`src/cnms_pkg.sv`:
```
// Shared constants, types and controller codes of the class-aware NMS unit.
`default_nettype none
package cnms_pkg;

    localparam int MAX_BOXES = 64;
    localparam int IDX_W     = $clog2(MAX_BOXES);
    localparam int CNT_W     = $clog2(MAX_BOXES + 1);
    localparam int COORD_W   = 16;
    localparam int SCORE_W   = 16;
    localparam int CLASS_W   = 8;
    localparam int THR_W     = 16;
    localparam int GEOM_W    = 4 * COORD_W;
    localparam int SC_W      = SCORE_W + CLASS_W;
    localparam int DATA_W    = GEOM_W + SC_W;
    localparam int EDGE_W    = 20;
    localparam int SPAN_W    = 18;
    localparam int AREA_W    = 2 * COORD_W;
    localparam int INTER_W   = 2 * SPAN_W;
    localparam int UNI_W     = 36;
    localparam int CMP_W     = UNI_W + THR_W;

    localparam logic [THR_W-1:0] IOU_RESET = 16'd29491;

    typedef enum logic [3:0] {
        ST_LOAD,
        ST_SEL_INIT,
        ST_SEL,
        ST_OUT,
        ST_K_RD,
        ST_K_LAT,
        ST_J_RD,
        ST_J_CHK,
        ST_IOU2,
        ST_IOU3,
        ST_IOU4,
        ST_IOU5,
        ST_CLEAR
    } state_t;

    typedef struct packed {
        logic load_en;
        logic scan_clear;
        logic scan_step;
        logic out_load;
        logic k_rd;
        logic k_lat;
        logic j_rd;
        logic j_inc;
        logic stg_edge;
        logic stg_prod;
        logic stg_uni;
        logic stg_cmp;
        logic supp_en;
        logic set_clear;
    } cmd_t;

    typedef struct packed {
        logic sel_done;
        logic found;
        logic pend;
        logic j_end;
        logic j_cand;
    } status_t;

endpackage
`default_nettype wire

```
`src/cnms_ctrl.sv`:
```
// Controller state machine of the class-aware NMS unit.
`default_nettype none
module cnms_ctrl (
    input  wire logic              clk,
    input  wire logic              rst_n,
    input  wire logic              in_valid,
    input  wire logic              in_last,
    output logic                   in_ready,
    output logic                   out_valid,
    input  wire logic              out_ready,
    input  wire cnms_pkg::status_t st,
    output cnms_pkg::cmd_t         cmd
);
    import cnms_pkg::*;

    state_t state_reg;
    state_t state_next;

    always_ff @(posedge clk or negedge rst_n)
    begin
        if (!rst_n)
        begin
            state_reg <= ST_LOAD;
        end
        else
        begin
            state_reg <= state_next;
        end
    end

    always_comb
    begin
        state_next = state_reg;
        cmd        = '0;
        in_ready   = 1'b0;
        out_valid  = 1'b0;
        case (state_reg)
            ST_LOAD:
            begin
                in_ready = 1'b1;
                if (in_valid)
                begin
                    cmd.load_en = 1'b1;
                    if (in_last)
                    begin
                        state_next = ST_SEL_INIT;
                    end
                end
            end
            ST_SEL_INIT:
            begin
                cmd.scan_clear = 1'b1;
                state_next     = ST_SEL;
            end
            ST_SEL:
            begin
                cmd.scan_step = 1'b1;
                if (st.sel_done)
                begin
                    if (st.pend)
                    begin
                        cmd.out_load = 1'b1;
                        state_next   = ST_OUT;
                    end
                    else if (st.found)
                    begin
                        state_next = ST_K_RD;
                    end
                    else
                    begin
                        state_next = ST_CLEAR;
                    end
                end
            end
            ST_OUT:
            begin
                out_valid = 1'b1;
                if (out_ready)
                begin
                    state_next = st.found ? ST_K_RD : ST_CLEAR;
                end
            end
            ST_K_RD:
            begin
                cmd.k_rd   = 1'b1;
                state_next = ST_K_LAT;
            end
            ST_K_LAT:
            begin
                cmd.k_lat  = 1'b1;
                state_next = ST_J_RD;
            end
            ST_J_RD:
            begin
                if (st.j_end)
                begin
                    state_next = ST_SEL_INIT;
                end
                else
                begin
                    cmd.j_rd   = 1'b1;
                    state_next = ST_J_CHK;
                end
            end
            ST_J_CHK:
            begin
                if (st.j_cand)
                begin
                    cmd.stg_edge = 1'b1;
                    state_next   = ST_IOU2;
                end
                else
                begin
                    cmd.j_inc  = 1'b1;
                    state_next = ST_J_RD;
                end
            end
            ST_IOU2:
            begin
                cmd.stg_prod = 1'b1;
                state_next   = ST_IOU3;
            end
            ST_IOU3:
            begin
                cmd.stg_uni = 1'b1;
                state_next  = ST_IOU4;
            end
            ST_IOU4:
            begin
                cmd.stg_cmp = 1'b1;
                state_next  = ST_IOU5;
            end
            ST_IOU5:
            begin
                cmd.supp_en = 1'b1;
                cmd.j_inc   = 1'b1;
                state_next  = ST_J_RD;
            end
            ST_CLEAR:
            begin
                cmd.set_clear = 1'b1;
                state_next    = ST_LOAD;
            end
            default:
            begin
                state_next = ST_LOAD;
            end
        endcase
    end

endmodule
`default_nettype wire

```
`config.mk`:
```
export PLATFORM = sky130hd
export DESIGN_NAME = cnms_ctrl
export DESIGN_NICKNAME = d
export VERILOG_FILES = /design/src/cnms_pkg.sv /design/src/cnms_ctrl.sv
export SDC_FILE = /design/constraint.sdc
export NUM_CORES = 1
export LEC_CHECK = 0
export ABC_AREA = 1
export ABC_CLOCK_PERIOD_IN_PS = 1100
export BUFFER_PORTS_ARGS = -buffer_cell sky130_fd_sc_hd__buf_4
export CAP_MARGIN = 20
export CORE_AREA = 4 4 41 43
export CTS_CLUSTER_DIAMETER = 60
export DETAILED_ROUTE_END_ITERATION = 8
export DIE_AREA = 0 0 45 47
export PLACE_DENSITY = 0.65
export RECOVER_POWER = 25
export SLEW_MARGIN = 20
export SYNTH_ARGS = -nofsm -noshare
export SYNTH_HDL_FRONTEND = slang
export SYNTH_SLANG_ARGS = --single-unit
```
`constraint.sdc`:
```
create_clock -name clk -period 1.1 [get_ports clk]
set_clock_uncertainty 0.1 [all_clocks]
set_input_delay 0.055 -clock clk [delete_from_list [all_inputs] [get_ports clk]]
set_output_delay 0.055 -clock clk [all_outputs]
set_load 0.1 [all_outputs]
```
Word-level counts from Yosys, hierarchy flattened
Index checks and enable logic that the tools add are counted.
W data, S select, Z words.
{ "totals": {"regBits": 4, "latchBits": 0, "ram_bits": 0, "rom_bits": 0, "input_bits": 10, "output_inout_bits": 16, "word_cells": 50, "mem_count": 0} }
{ "op_classes": {"addsub": 0, "multipliers": 0, "div": 0, "n_lt_le_gt_ge": 0, "n_eq_ne": 16, "shifts": 0, "n_mux": 30, "bitwise_logic": 0, "reduce_logical": 3} }
{ "ops": {"columns": ["cell", "count"], "rows": [
  ["$pmux W4 S11", 1],
  ["$mux W4", 7],
  ["$eq A4 B4 Y1 const B", 5],
  ["$mux W1", 19],
  ["$eq A4 B3 Y1 const B", 4],
  ["$eq A4 B2 Y1 const B", 2],
  ["$ne A2 B2 Y1 const B", 4],
  ["$eq A4 B1 Y1 const B", 1],
  ["$logic_not A4 Y1", 1],
  ["$reduce_and A4 Y1", 1],
  ["$mux W3", 1],
  ["$mux W2", 1],
  ["$pmux W1 S2", 1],
  ["$reduce_or A2 Y1", 1]
]} }

Depth between registers and ports, before layout
Gate-level depths: netlist (run 1).
{ "depth": {"depth_word": 4, "mapped_depth": 8, "mapped_depth_nobuf": 8} }

Worst setup path before layout (run 1)
Ideal clock, no wire load.
{ "synth_path": {"path_type": "register -> output", "from": "register state_reg[2]", "to": "output cmd[10] (netlist name)", "arrival_time_ps": 2753, "required_time_ps": 945, "path_slack_ps": -1808, "path_stages_with_launch": 4, "path_buffers": 0, "path_cell_list": "dfrtp_1 nor2_1 nand2_1 nor3_1"} }
{ "synth_lines": {"columns": ["element", "line_no", "text"], "rows": [
  ["start, declared", "cnms_ctrl.sv:16", "state_t state_reg;"],
  ["start signal, assigned", "cnms_ctrl.sv:27", "state_reg <= state_next;"],
  ["end, declared", "cnms_ctrl.sv:12", "output cnms_pkg::cmd_t cmd"]
]} }

==> flow_summary.yaml, run 1 <==
yosys:
  ys_seq_elements: 4
  synthArstFlopShare: 1.000
  synth_warnings: 0
  yosys.area.top_type: "sky130_fd_sc_hd__dfrtp_1"
  synth_commonest_cells: "sky130_fd_sc_hd__nor2_1, sky130_fd_sc_hd__nand2_1, sky130_fd_sc_hd__inv_1"
  postSynthCellCount: 83
  post_synth_num_cell_types: 14
  synthesis.area_per_instance_sq_um: 5.638
  ys_top_cells_by_area: "sky130_fd_sc_hd__dfrtp_1, sky130_fd_sc_hd__nor2_1, sky130_fd_sc_hd__nand2_1"
  synth_seq_area_share: 0.2139
  mappedNetlistArea_sq_um: 467.9
  synth_enable_flop_cells: 0
  synthMostInstantiatedCell: "sky130_fd_sc_hd__nor2_1"
  yosys_most_used_dff: "sky130_fd_sc_hd__dfrtp_1"
  synthesis.nets: 93
  netlist.area_leader.share: 0.2139
worst_setup_path:
  cpPeakStageDelay_ns: 0.45
  critical_path.reg2reg.startpoint: "state_reg[3]"
  critical_path_peak_fanout: 6
  critical_path.top_delay_family: "flip-flops"
  cp.required_ns: 0.94
  regToRegEndpoint: "state_reg[1]"
  most_used_cell_along_the_critical_path: "sky130_fd_sc_hd__nand2_2"
  signal_arrival_time_at_the_worst_endpoint_ns: 1.42
  path_class: "flip-flop to output pin"
  launching_element_of_the_worst_setup_path: "state_reg[3]"
  timing.critical_path.slowest_stage_cell: "sky130_fd_sc_hd__dfrtp_2"
  startpoint_type: "flip-flop"
  critPathBufInv: 3
  cp-end-kind: "output pin"
  regToRegSetupSlack_ns: -0.44
  crit_path_cell_trace: "inv_4 > nand2_2 > nor2_4 > nand2_2 > clkinvlp_4 > buf_12"
  reg2regPathDepth: 8
detailed_routing:
  dr.pass1.iters: 4
  detail-route-antenna-nets: 0
  detail_route.drc_violations: 0
  via_per_inst: 5.517
  detail_route.iter0.violations: 29
  vias: 800
  wl_per_cell_microns: 20.38
  routed_wl_microns: 2955
timing:
  minimum_period_implied_by_the_final_worst_setup_slack_ns: 1.574
  finalMaxSlewViolations: 0
  grt_setup_unrepaired: "true"
  timing_hold_violations_final: 0
  setup_violations: 20
  postLayoutSetupSlackWorst_ns: -0.4736
  timing_worst_slew_pin_value_ns: 0.2794
  period_share: 1.431
  fmax_ghz: 0.6355
  remaining_max_slew_budget_at_the_tightest_pin: 0.8123
final_layout:
  nFillCells: 24
  multi_input_comb_area_sq_um: 491.7
  sequential_cell_area_sq_um: 105.1
  final_core_utilization: 0.9654
  largest_register_ff_count: 4
  insertedDiodeCount: 0
  post_route_cells_drive_above_1_share: 0.7231
  layout.nets: 142
  area_growth_pct: 168.4
clocking:
  root_buffer: "sky130_fd_sc_hd__clkbuf_4"
  numCtsBuffers: 3
  clock_tree.buffer_depth: 2
  tritoncts: "yes"
  clk_pin_slew_worst_paths_ns: 0.04
  cts-htree-levels: 1
  clk_latency_ns: 0.23
  clock_sink_count: 4
place:
  port_buffers: 25
  post-dp-hpwl_microns: 1164
  gp_congestion: 0.7532
die:
  core_area_sq_um: 1301
  floorplan.die.height_microns: 47
  die-area_sq_um: 2115
  std_cell_rows: 13
  io_pins: 26
  initial_standard_cell_utilization_of_the_core: 0.3596
  fp.dieW_microns: 45
global_route:
  grt_antenna_before_repair: 0
  grt_start_max_net_pins: 7
  grt_pass1_vias: 701
  grt_pass1_wl_microns: 3291
  grt.overflow.total: 0
  groute.usage.overall: 0.2226
status:
  violated_checks: "setup timing"
  outcome: "complete, but fails checks"
worst_hold_path:
  worst_hold_stages: 4
  hp-start: "out_ready"
  min_path_type: "input port to flip-flop"
  holdPathEnd: "state_reg[0]"
job:
  max_cap_violations: 0
==> area by class of cell <==
| class | count | area share |
|---|---|---|
| Sequential cell | 4 | 0.08367 |
| Inverter | 16 | 0.06175 |
| Clock buffer | 3 | 0.01793 |
| Multi-Input combinational cell | 63 | 0.3914 |
| Tap cell | 15 | 0.01494 |
| Timing Repair Buffer | 44 | 0.4303 |
==> how the worst max path moves through the flow <==
| stage | end | slack, ns | cells past startpoint |
|---|---|---|---|
| 2_1_floorplan | cmd[10] | -0.56 | 3 |
| 3_3_place_gp | cmd[6] | -0.28 | 5 |
| 3_5_place_dp | cmd[10] | -0.27 | 4 |
| 4_1_cts | cmd[3] | -0.38 | 5 |
| 5_1_grt | state_reg[1] | -0.52 | 9 |
| 6_report | cmd[5] | -0.47 | 6 |
==> cells in the final DEF (no fill, tap or decap) <==
cell	count
sky130_fd_sc_hd__inv_4	2
sky130_fd_sc_hd__buf_4	23
sky130_fd_sc_hd__inv_1	6
sky130_fd_sc_hd__inv_6	1
sky130_fd_sc_hd__clkinvlp_4	2
sky130_fd_sc_hd__nand2_1	10
sky130_fd_sc_hd__and3_4	1
sky130_fd_sc_hd__nor2_4	15
sky130_fd_sc_hd__clkbuf_1	1
sky130_fd_sc_hd__dfrtp_2	4
sky130_fd_sc_hd__nor2_1	7
sky130_fd_sc_hd__nand3_4	1
sky130_fd_sc_hd__buf_6	3
sky130_fd_sc_hd__inv_2	5
sky130_fd_sc_hd__nand3_1	6
sky130_fd_sc_hd__dlygate4sd3_1	1
sky130_fd_sc_hd__nand2_8	2
sky130_fd_sc_hd__o21ai_0	1
sky130_fd_sc_hd__o21ai_1	3
sky130_fd_sc_hd__buf_12	16
sky130_fd_sc_hd__clkbuf_4	3
sky130_fd_sc_hd__nor2_2	3
sky130_fd_sc_hd__nor3_1	1
sky130_fd_sc_hd__nand2_2	7
sky130_fd_sc_hd__nand2_4	5
sky130_fd_sc_hd__nor3_4	1
==> cell families after synthesis <==
logic type      after synthesis  share of synthesized area
simple gates                 59                     0.6149
flops                         4                     0.2139
buf+inv                      16                     0.1283
compound gates                4                    0.04276
==> routing by layer <==
metal / track usage / routed length, microns
met1: 0.2454 / 1119
met2: 0.3983 / 1479
met3: 0.03448 / 224
met4: 0.1404 / 131
met5: 0 / 0
==> worst reg2reg max path, cell delays in order (launching register included) <==
cell	delay, ns
sky130_fd_sc_hd__dfrtp_2	0.45
sky130_fd_sc_hd__inv_4	0.12
sky130_fd_sc_hd__nand2_2	0.10
sky130_fd_sc_hd__buf_6	0.15
sky130_fd_sc_hd__nor3_1	0.23
sky130_fd_sc_hd__nor2_1	0.09
sky130_fd_sc_hd__nand2_1	0.11
sky130_fd_sc_hd__nand2_1	0.07
sky130_fd_sc_hd__nand2_1	0.07
==> per-stage QoR <==
step                      setup slack (ns)  hold slack (ns)  cell area (sq um)  TNS, ns  std cells
after floorplan                    -0.5616          -0.3406              546.8   -7.585         83
after global placement             -0.2791          -0.2492              835.8   -4.046        134
after detailed placement           -0.2732          -0.2488              835.8   -4.329        134
after CTS                          -0.3848         0.003523               1146   -6.837        141
after global routing               -0.5191          0.04771               1256   -8.962        145
final                              -0.4736          0.02224               1256   -8.238        145
==> what timing repair did <==
action                                  in CTS  in global routing
buffers inserted                             3                  4
pin swaps                                    5                  9
endpoints found under the setup margin      20                 20
hold buffers                                 1                  0
endpoints found under the hold margin        4                  0
resized for setup                           64                 23
Power of run 1 is not shown: default switching activity piles up to over one toggle a cycle in this logic, so the estimate is an artifact.
==> run 2, diff against run 1 <==
ABC_CLOCK_PERIOD_IN_PS = 1600   (was 1100)
PLACE_DENSITY = 0.63   (was 0.65)
clock period = 1.6 ns   (was 1.1 ns; I/O delays follow)
==> run 2 against run 1 <==
The run now ends clean; sequential share of layout area is 3.9 points higher; via count is 28% lower; largest cell class is now multi-input gates; first-iteration DRC count is 59% lower; final area is 32% lower; wire length is 57% lower; register-to-register slack better by 0.75 ns; die area stayed put; critical path type unchanged; cell count is 12% lower; critical path depth is 2 lower.
==> flow_summary.yaml, run 2 (synthesis results as in run 1) <==
worst_setup_path:
  cpPeakStageDelay_ns: 0.48
  cp-end-kind: "output pin"
  cp.required_ns: 1.42
  path_class: "flip-flop to output pin"
  critPathBufInv: 2
  signal_arrival_time_at_the_worst_endpoint_ns: 1.34
  crit_cells: 4
  critical_path_peak_fanout: 7
  timing.critical_path.slowest_stage_cell: "sky130_fd_sc_hd__dfrtp_2"
  reg2regPathDepth: 8
  crit_path_cell_trace: "inv_2 > nand2_4 > nor2_4 > buf_4"
  startpoint_type: "flip-flop"
  critical_path.top_delay_family: "flip-flops"
final_layout:
  layout.cells.most_common: "sky130_fd_sc_hd__nand2_1"
  insertedDiodeCount: 0
  layout.nets: 124
  largest_register_ff_count: 4
  final_cell_mix: "sky130_fd_sc_hd__nand2_1, sky130_fd_sc_hd__buf_4, sky130_fd_sc_hd__inv_1, sky130_fd_sc_hd__nor2_1"
  post-route-cell-area_sq_um: 857.1
  area_growth_pct: 83.16
  post_route_cells_drive_above_1_share: 0.5664
global_route:
  grt_pass1_vias: 494
  grt.overflow.total: 0
  grt_antenna_before_repair: 0
  groute.usage.overall: 0.1270
  grt_start_max_net_pins: 8
  grt_pass1_wl_microns: 1904
place:
  post-dp-hpwl_microns: 1049
  postPlaceCellArea_sq_um: 730.7
  gp_congestion: 0.7375
  port_buffers: 25
  place_ws_ns: 0.1577
timing:
  timing_worst_slew_pin_value_ns: 0.2790
  postLayoutSetupSlackWorst_ns: 0.07696
  fmax_ghz: 0.6566
  minimum_period_implied_by_the_final_worst_setup_slack_ns: 1.523
  setup_violations: 0
  remaining_max_slew_budget_at_the_tightest_pin: 0.8155
  period_share: 0.9519
  totalNegativeSetupSlack_ns: 0
  finalMaxSlewViolations: 0
  timing_hold_violations_final: 0
detailed_routing:
  vias: 577
  wl_per_cell_microns: 9.914
  detail_route.iter0.violations: 12
  routed_wl_microns: 1269
  dr.pass1.iters: 5
  detail_route.drc_violations: 0
  detail-route-antenna-nets: 0
  via_per_inst: 4.508
die:
  die-area_sq_um: 2115
  core_area_sq_um: 1301
  io_pins: 26
  std_cell_rows: 13
  initial_standard_cell_utilization_of_the_core: 0.3596
  floorplan.die.height_microns: 47
  fp.dieW_microns: 45
clocking:
  root_buffer: "sky130_fd_sc_hd__clkbuf_4"
  cts-htree-levels: 1
  clk_pin_slew_worst_paths_ns: 0.04
  numCtsBuffers: 3
  clk_latency_ns: 0.24
  cts.repair_timing.setup_buffer_count: 0
  clock_tree.buffer_depth: 2
  clock_sink_count: 4
  tritoncts: "yes"
status:
  outcome: "complete, no violations"
worst_hold_path:
  min_path_type: "input port to flip-flop"
  worst_hold_stages: 4
job:
  max_cap_violations: 0
==> run 2: cell count changes in the layout (fill, tap and decap cells not counted), sizes merged <==
cell	delta
buf	-18
clkbuf	+1
clkinvlp	-2
inv	+2
==> run 2: worst reg2reg max path, stage by stage (launching register included) <==
cell,delay [ns]
sky130_fd_sc_hd__dfrtp_2,0.45
sky130_fd_sc_hd__inv_2,0.12
sky130_fd_sc_hd__nand2_2,0.12
sky130_fd_sc_hd__nand2_1,0.09
sky130_fd_sc_hd__nand2_1,0.04
sky130_fd_sc_hd__nor2_1,0.10
sky130_fd_sc_hd__nand2_1,0.07
sky130_fd_sc_hd__nand2_1,0.06
sky130_fd_sc_hd__nand2_1,0.04
==> run 2: per-stage QoR <==
| step | cells | utilization | hold WS, ns |
|---|---|---|---|
| floorplan | 83 | - | -0.3156 |
| CTS | 128 | 0.6000 | 0.02745 |
| detailed placement | 123 | 0.5615 | -0.2233 |
| global placement | 123 | 0.5615 | -0.2234 |
| global route | 128 | 0.6587 | 0.02831 |
| finish | 128 | 0.6587 | 0.02312 |
==> run 2: cell type report <==
| cell class | count | area, sq um |
|---|---|---|
| Inverter | 16 | 62.56 |
| Sequential cell | 4 | 105.1 |
| Timing Repair Buffer | 26 | 256.5 |
| Multi-Input combinational cell | 63 | 387.9 |
| Clock buffer | 4 | 26.28 |
| Fill cell | 117 | 444.2 |
| Tap cell | 15 | 18.77 |
==> run 2: path summary, 6_finish.rpt <==
path                                 to          from  slack [ns]
setup / recovery                cmd[11]  state_reg[2]        0.08
hold / removal             state_reg[0]     out_ready        0.02
setup reg to reg           state_reg[1]  state_reg[1]        0.31
hold reg to reg            state_reg[0]  state_reg[0]        0.59
max in group asynchronous  state_reg[2]         rst_n        1.10
min in group asynchronous  state_reg[1]         rst_n        0.10
==> run 2: repair_timing <==
action | in CTS | in global routing
gates cloned | 0 | 0
resized for setup | 4 | 23
setup endpoints to repair | 4 | 13
hold endpoints to repair | 4 | 0
hold buffers | 1 | 0
==> run 2: per-layer routing <==
metal / vias up / part of all wire / GRT usage
li1: 310 / - / -
met2: 15 / 0.51 / 0.2090
met3: 2 / 0.043 / 0.02299
met1: 250 / 0.43 / 0.1567
met4: 0 / 0.015 / 0.07018
met5: - / 0 / 0
Power of run 2 is left out for the same reason.
